==> config.mk <==
export PLATFORM = sky130hd
export DESIGN_NAME = fvn_ctrl
export DESIGN_NICKNAME = d
export VERILOG_FILES = /design/src/rtl/core/fvn_pkg.sv /design/src/rtl/core/fvn_ctrl.sv
export SDC_FILE = /design/constraint.sdc
export NUM_CORES = 1
export LEC_CHECK = 0
export BUFFER_PORTS_ARGS = -buffer_cell sky130_fd_sc_hd__buf_2
export CORE_AREA = 2 2 39 41
export DETAILED_ROUTE_END_ITERATION = 8
export DIE_AREA = 0 0 41 43
export PLACE_DENSITY_LB_ADDON = 0.1
export SLEW_MARGIN = 20
export SYNTH_ARGS = -nofsm -noshare
export SYNTH_HDL_FRONTEND = slang
export SYNTH_SLANG_ARGS = --single-unit
==> constraint.sdc <==
create_clock -name clock -period 1.7 [get_ports clock]
set_clock_uncertainty 0.2 [all_clocks]
set_input_delay 0.17 -clock clock [delete_from_list [all_inputs] [get_ports clock]]
set_output_delay 0.17 -clock clock [all_outputs]
set_load 0.01 [all_outputs]
==> src/rtl/core/fvn_pkg.sv <==
// Shared types, constants and tables of the fractal value noise block.
`timescale 1ns / 1ps
package fvn_pkg;
   localparam int LATTICE_BITS_DEFAULT = 6;
   localparam int MAX_OCTAVES_DEFAULT = 8;
   localparam int ADDR_W = 12;
   localparam int WORD_W = 16;
   localparam int STEP_W = 24;
   localparam int PIX_W = 12;
   localparam int SUM_W = 18;
   localparam int CNT_W = 4;
   localparam int CSR_IDX_W = 2;
   localparam int RECIP_W = 22;
   localparam int RECIP_SHIFT = 21;

   localparam logic [CSR_IDX_W-1:0] CSR_OCTAVE_COUNT = 2'd0;
   localparam logic [CSR_IDX_W-1:0] CSR_X_STEP = 2'd1;
   localparam logic [CSR_IDX_W-1:0] CSR_Y_STEP = 2'd2;

   localparam logic CMD_WRITE = 1'b0;
   localparam logic CMD_SAMPLE = 1'b1;

   // ceil(2^21 / d) for d = 1 .. 16; exact floor division of 16-bit words
   localparam logic [RECIP_W-1:0] RECIP_TABLE [16] = '{
      22'd2097152, 22'd1048576, 22'd699051, 22'd524288,
      22'd419431,  22'd349526,  22'd299594, 22'd262144,
      22'd233017,  22'd209716,  22'd190651, 22'd174763,
      22'd161320,  22'd149797,  22'd139811, 22'd131072
   };

   typedef enum logic [3:0] {
      ST_IDLE, ST_MUL, ST_POS, ST_EASE1, ST_EASE2, ST_W01,
      ST_TOP, ST_BOT, ST_MIX, ST_ACC, ST_DONE
   } state_type;

   typedef struct packed {
      logic      write_word;
      logic      start;
      logic      load_out;
      state_type phase;
   } cmd_type;

   typedef struct packed {
      logic none;
      logic last;
   } status_type;
endpackage

==> src/rtl/core/fvn_ctrl.sv <==
// Controller state machine of the fractal value noise block.
`timescale 1ns / 1ps
module fvn_ctrl (
   input  logic                clock,
   input  logic                reset,
   input  logic                req_valid,
   input  logic                req_cmd,
   output logic                req_stall,
   output logic                rsp_valid,
   input  logic                rsp_stall,
   input  fvn_pkg::status_type status,
   output fvn_pkg::cmd_type    cmd
);
   fvn_pkg::state_type state_ff, state_in;
   logic rsp_valid_ff, rsp_valid_in;
   logic accept;

   always_ff @(posedge clock) begin
      if (reset) begin
         state_ff <= fvn_pkg::ST_IDLE;
         rsp_valid_ff <= 1'b0;
      end else begin
         state_ff <= state_in;
         rsp_valid_ff <= rsp_valid_in;
      end
   end

   assign req_stall = (state_ff != fvn_pkg::ST_IDLE);
   assign accept = req_valid && !req_stall;
   assign rsp_valid = rsp_valid_ff;

   always_comb begin
      state_in = state_ff;
      rsp_valid_in = rsp_valid_ff && rsp_stall;
      cmd.write_word = accept && (req_cmd == fvn_pkg::CMD_WRITE);
      cmd.start = accept && (req_cmd == fvn_pkg::CMD_SAMPLE);
      cmd.load_out = 1'b0;
      cmd.phase = state_ff;
      unique case (state_ff)
         fvn_pkg::ST_IDLE: begin
            if (cmd.start) state_in = fvn_pkg::ST_MUL;
         end
         fvn_pkg::ST_MUL: state_in = status.none ? fvn_pkg::ST_DONE : fvn_pkg::ST_POS;
         fvn_pkg::ST_POS: state_in = fvn_pkg::ST_EASE1;
         fvn_pkg::ST_EASE1: state_in = fvn_pkg::ST_EASE2;
         fvn_pkg::ST_EASE2: state_in = fvn_pkg::ST_W01;
         fvn_pkg::ST_W01: state_in = fvn_pkg::ST_TOP;
         fvn_pkg::ST_TOP: state_in = fvn_pkg::ST_BOT;
         fvn_pkg::ST_BOT: state_in = fvn_pkg::ST_MIX;
         fvn_pkg::ST_MIX: state_in = fvn_pkg::ST_ACC;
         fvn_pkg::ST_ACC: state_in = status.last ? fvn_pkg::ST_DONE : fvn_pkg::ST_POS;
         fvn_pkg::ST_DONE: begin
            if (!rsp_valid_ff || !rsp_stall) begin
               cmd.load_out = 1'b1;
               rsp_valid_in = 1'b1;
               state_in = fvn_pkg::ST_IDLE;
            end
         end
         default: state_in = fvn_pkg::ST_IDLE;
      endcase
   end
endmodule

# == Yosys cells after proc, flatten, opt, wreduce, memory -nomap -nowiden ==
# Cells that the tools add are included.
# totals
regBits,5
latch_bits,0
ramBits,0
romBits,0
input_bits,7
out_inout_bits,9
word_cells,35
n_memories,0
# classes
n_addsub,0
multipliers,0
n_div,0
n_lt_le_gt_ge,0
eq_ne,12
shifts,0
mux,9
bitwise,1
n_reduce_logical,11
# op_table
op,count
$pmux 4 s11,1
$eq 4x3->1 const B,4
$mux 4,4
$eq 4x4->1 const B,3
$eq 4x2->1 const B,2
$eq 4x1->1 const B,1
$logic_and 1x1->1,4
$logic_not 4->1,1
$mux 1,4
$ne 2x2->1 const B,2
$reduce_bool 4->1,1
$logic_not 1->1,3
$reduce_and 2->1,1
$logic_or 1x1->1,1
$not 1->1,1

# == Longest topological paths before layout ==
# depth
ltp_word,6
mapped_depth,3
mapped_depth_nobuf,3

# == Least setup slack after synthesis ==
# No wires, ideal clock.
# synth_path
path_kind,register to register
start,reg state_ff[3]
end,reg state_ff[3]
setup_time_ns,0.115
t_arrival_ns,1.051
required_time_ns,1.385
path_slack_ns,0.334
path_stages_with_launch,4
path_buffers,0
synth_period_minus_slack_ns,1.366
path_cell_list,dfxtp_1 > nor4_2 > a21o_1 > o21ba_1
# synth_via
elab_chain_len,6
word_cells_on_any_way,19
cone_classes,eq/ne: 12; mux: 1; reduce/logical: 6
# synth_lines
element,line_no,rtl
from (decl),fvn_ctrl.sv:14,"fvn_pkg::state_type state_ff, state_in;"
from (signal assigned),fvn_ctrl.sv:20,state_ff <= fvn_pkg::ST_IDLE;
from (signal assigned),fvn_ctrl.sv:23,state_ff <= state_in;
$reduce_bool 4->1,fvn_ctrl.sv:28,assign req_stall = (state_ff != fvn_pkg::ST_IDLE);
$logic_not 1->1,fvn_ctrl.sv:29,assign accept = req_valid && !req_stall;
$logic_and 1x1->1,fvn_ctrl.sv:29,
$logic_and 1x1->1,fvn_ctrl.sv:36,cmd.start = accept && (req_cmd == fvn_pkg::CMD_SAMPLE);
$ne 2x2->1 (no line),-,
$reduce_and 2->1 (no line),-,
# Several ways; a longest one is shown, not always the timed one.
# A chain may end at the register's enable or synchronous reset.

# == Final worst setup path ==
# layout_path
start,reg state_ff[0]
end,out req_stall
# layout_via
elab_chain_len,1
# layout_lines
element,line_no,rtl
$reduce_bool 4->1,fvn_ctrl.sv:28,
to (decl),fvn_ctrl.sv:8,"output logic req_stall,"
# No other way between the ends.

==> results_dict.tcl <==
set metrics [dict create \
    status "completed" \
    hp-class "in2reg" \
    power.leakage_uw 0.000232 \
    p_switching_uw 95.4 \
    use_met3_pct 6.28 \
    vdd_drop_max_mv 0.292 \
    endpoint_kind "primary output" \
    maxSlewHeadroom_pct 84.0 \
    syn_nets 41 \
    grt_overflow 0 \
    insertion_delay_ns 0.23 \
    antenna_cells 0 \
    slew_violations 0 \
    crit_fanout 6 \
    yosysWarnings 0 \
    arrival_ns 1.24 \
    seqPwrFrac_pct 39.0 \
    viasPerCell 4.35 \
    cts_root_buffer "clkbuf_4" \
    netlist_instances 34 \
    setup_viol 0 \
    final_core_util_pct 31.7 \
    coreArea_um2 1380 \
    h-tree-depth 1 \
    instances_no_fill 71 \
    critPathTopFamily "flip-flops" \
    rows 14 \
    syn_to_final_growth_pct 52.6 \
    syn_area_um2 288 \
    ys_seq_elements 5 \
    ys_types 19 \
    first_iter_violations 6 \
    drt-total-wl_um 702 \
    numCtsBuffers 3 \
    required_ns 1.33 \
    post-route-period-util_pct 94.5 \
    busiest_layer "met2" \
    dp_cells 65 \
    layout_common_cells "buf_2 (15), nand2_1 (8), clkbuf_4 (3), dfxtp_2 (3)" \
    die-area_um2 1760 \
    portBuffers 15 \
    drv_cap 0 \
    fin_tns_setup_ns 0 \
    slowest_delay_ns 0.37 \
    yosysTopAreaCell "dfxtp_1" \
    critPathLaunchType "flip-flop" \
    clk_pin_slew_ns 0.04 \
    syn_area_per_cell_um2 8.46 \
    cp_slowest_cell "dfxtp_1" \
    grt_usage_pct 9.25 \
    io_pins 16 \
    seq_area_frac_synth_pct 34.8 \
    vias 309 \
    drc 0 \
    combPwrFrac_pct 24.2 \
    grt_pass1_wl_um 1060 \
    crit_buf_inv 3 \
    firstDrtPassIters 4 \
    antenna_found_initial 0 \
    max_freq_ghz 0.622 \
    clock_sinks 5 \
    synth_top_area_share_pct 34.8 \
    total_power_uw 357 \
    rsz0062_at_grt "false" \
    met2_usage_pct 11.6 \
    timing.hold.ws_ns 0.0624 \
    tightest_slew_ns 0.239 \
    fp.dieH_um 43 \
    ant_nets 0 \
    final_common_cell "buf_2" \
    dieWidth_um 41 \
    synth_area_leaders "dfxtp_1 (35%), nand2_1 (10%), or3b_1 (6.1%)" \
    initial_core_util_pct 20.8 \
    hpwlAfterDp_um 548 \
    switching_share_pct 26.7 \
    nNetsFinal 63 \
    grt_max_degree 10 \
    cts_tree "yes" \
    hold_viol 0 \
    power_density_nw_per_um2 814 \
    first_global_vias 257 \
    clk_path_buf_depth 2 \
    wire_per_inst_um 9.89 \
    power_frac_clock_pct 36.8 \
    fin_crit_ns 1.61 \
    drive_gt1_share_pct 45.5 \
    crit_path_cell_trace "nor4_4 > buf_4 > inv_1 > buf_2" \
    use_met1_pct 11.0 \
    power.internal_uw 262 \
    crit_type "reg2out" \
    gp_congestion 0.694 \
]
cell usage after synthesis:
cell / number
nor3_1: 1
dfxtp_1: 5
a21o_1: 1
nor4_2: 1
nand2_1: 8
o21ai_0: 1
xor2_1: 1
or3b_1: 2
nand4bb_1: 1
a211oi_1: 1
a21oi_1: 2
inv_1: 2
a211oi_2: 1
and3_1: 1
nor2_1: 2
o21ba_1: 1
a21bo_1: 1
o22ai_2: 1
nor2b_1: 1
per-stage QoR:
stage / instance area, um^2 / worst slack (ns)
floorplan: 288 / 0.334
global placement: 383 / 0.256
detailed placement: 383 / 0.232
CTS: 428 / 0.0295
global route: 439 / 0.000295
finish: 439 / 0.0928
worst min-delay path, stage by stage:
cell and delay [ns]:
buf_2 0.10, nand2_1 0.10, a21oi_1 0.07
worst paths after layout:
kind / slack [ns] / depth (start not counted) / to / from
max: 0.09 / 4 / req_stall / state_ff[0]
min: 0.06 / 3 / rsp_valid / rsp_stall
max reg2reg: 0.24 / 4 / state_ff[3] / state_ff[0]
min reg2reg: 0.34 / 1 / state_ff[2] / state_ff[3]
routing by layer:
layer / up-vias / part of all wire, %
met5: - / 0
met4: 0 / 0
met3: 0 / 7.8
met2: 10 / 42
met1: 135 / 50
li1: 164 / -
layout make-up:
type | instances | area [um^2]
Timing Repair Buffer | 17 | 92.6
Fill cell | 163 | 945
Clock buffer | 4 | 26.3
Tap cell | 16 | 20.0
Sequential cell | 5 | 104
Inverter | 2 | 7.51
Multi-Input combinational cell | 27 | 189
state kept, by name, indices dropped and copies added (netlist names):
name and count:
state_ff 4, rsp_valid 1
repair_timing:
item / CTS / global route
hold buffers: 1 / 0
hold endpoints to repair: 2 / 0
setup buffers: 0 / 1
pin swaps: 0 / 1
cloned: 0 / 0
resized for setup: 1 / 3
endpoints found under the setup margin: 2 / 3
cells by family (layout without fill, tap and decap cells):
logic type	Yosys count	in the layout	synth area share [%]
AND/OR/NAND/NOR	17	17	33.5
AO/OA/AOI/OAI	9	9	26.1
flip-flops	5	5	34.8
buffers and inverters	2	23	2.61
XOR/XNOR	1	1	3.04
power by group through the flow:
stage | logic, uW | registers (uW) | clock network, uW
floorplan | 42.4 | 139 | 0
global placement | 75.3 | 138 | 0
detailed placement | 74.7 | 138 | 0
CTS | 80.8 | 139 | 139
global route | 94.9 | 141 | 152
finish | 86.4 | 140 | 131
Note: power is estimated with default switching activity, not from simulation.
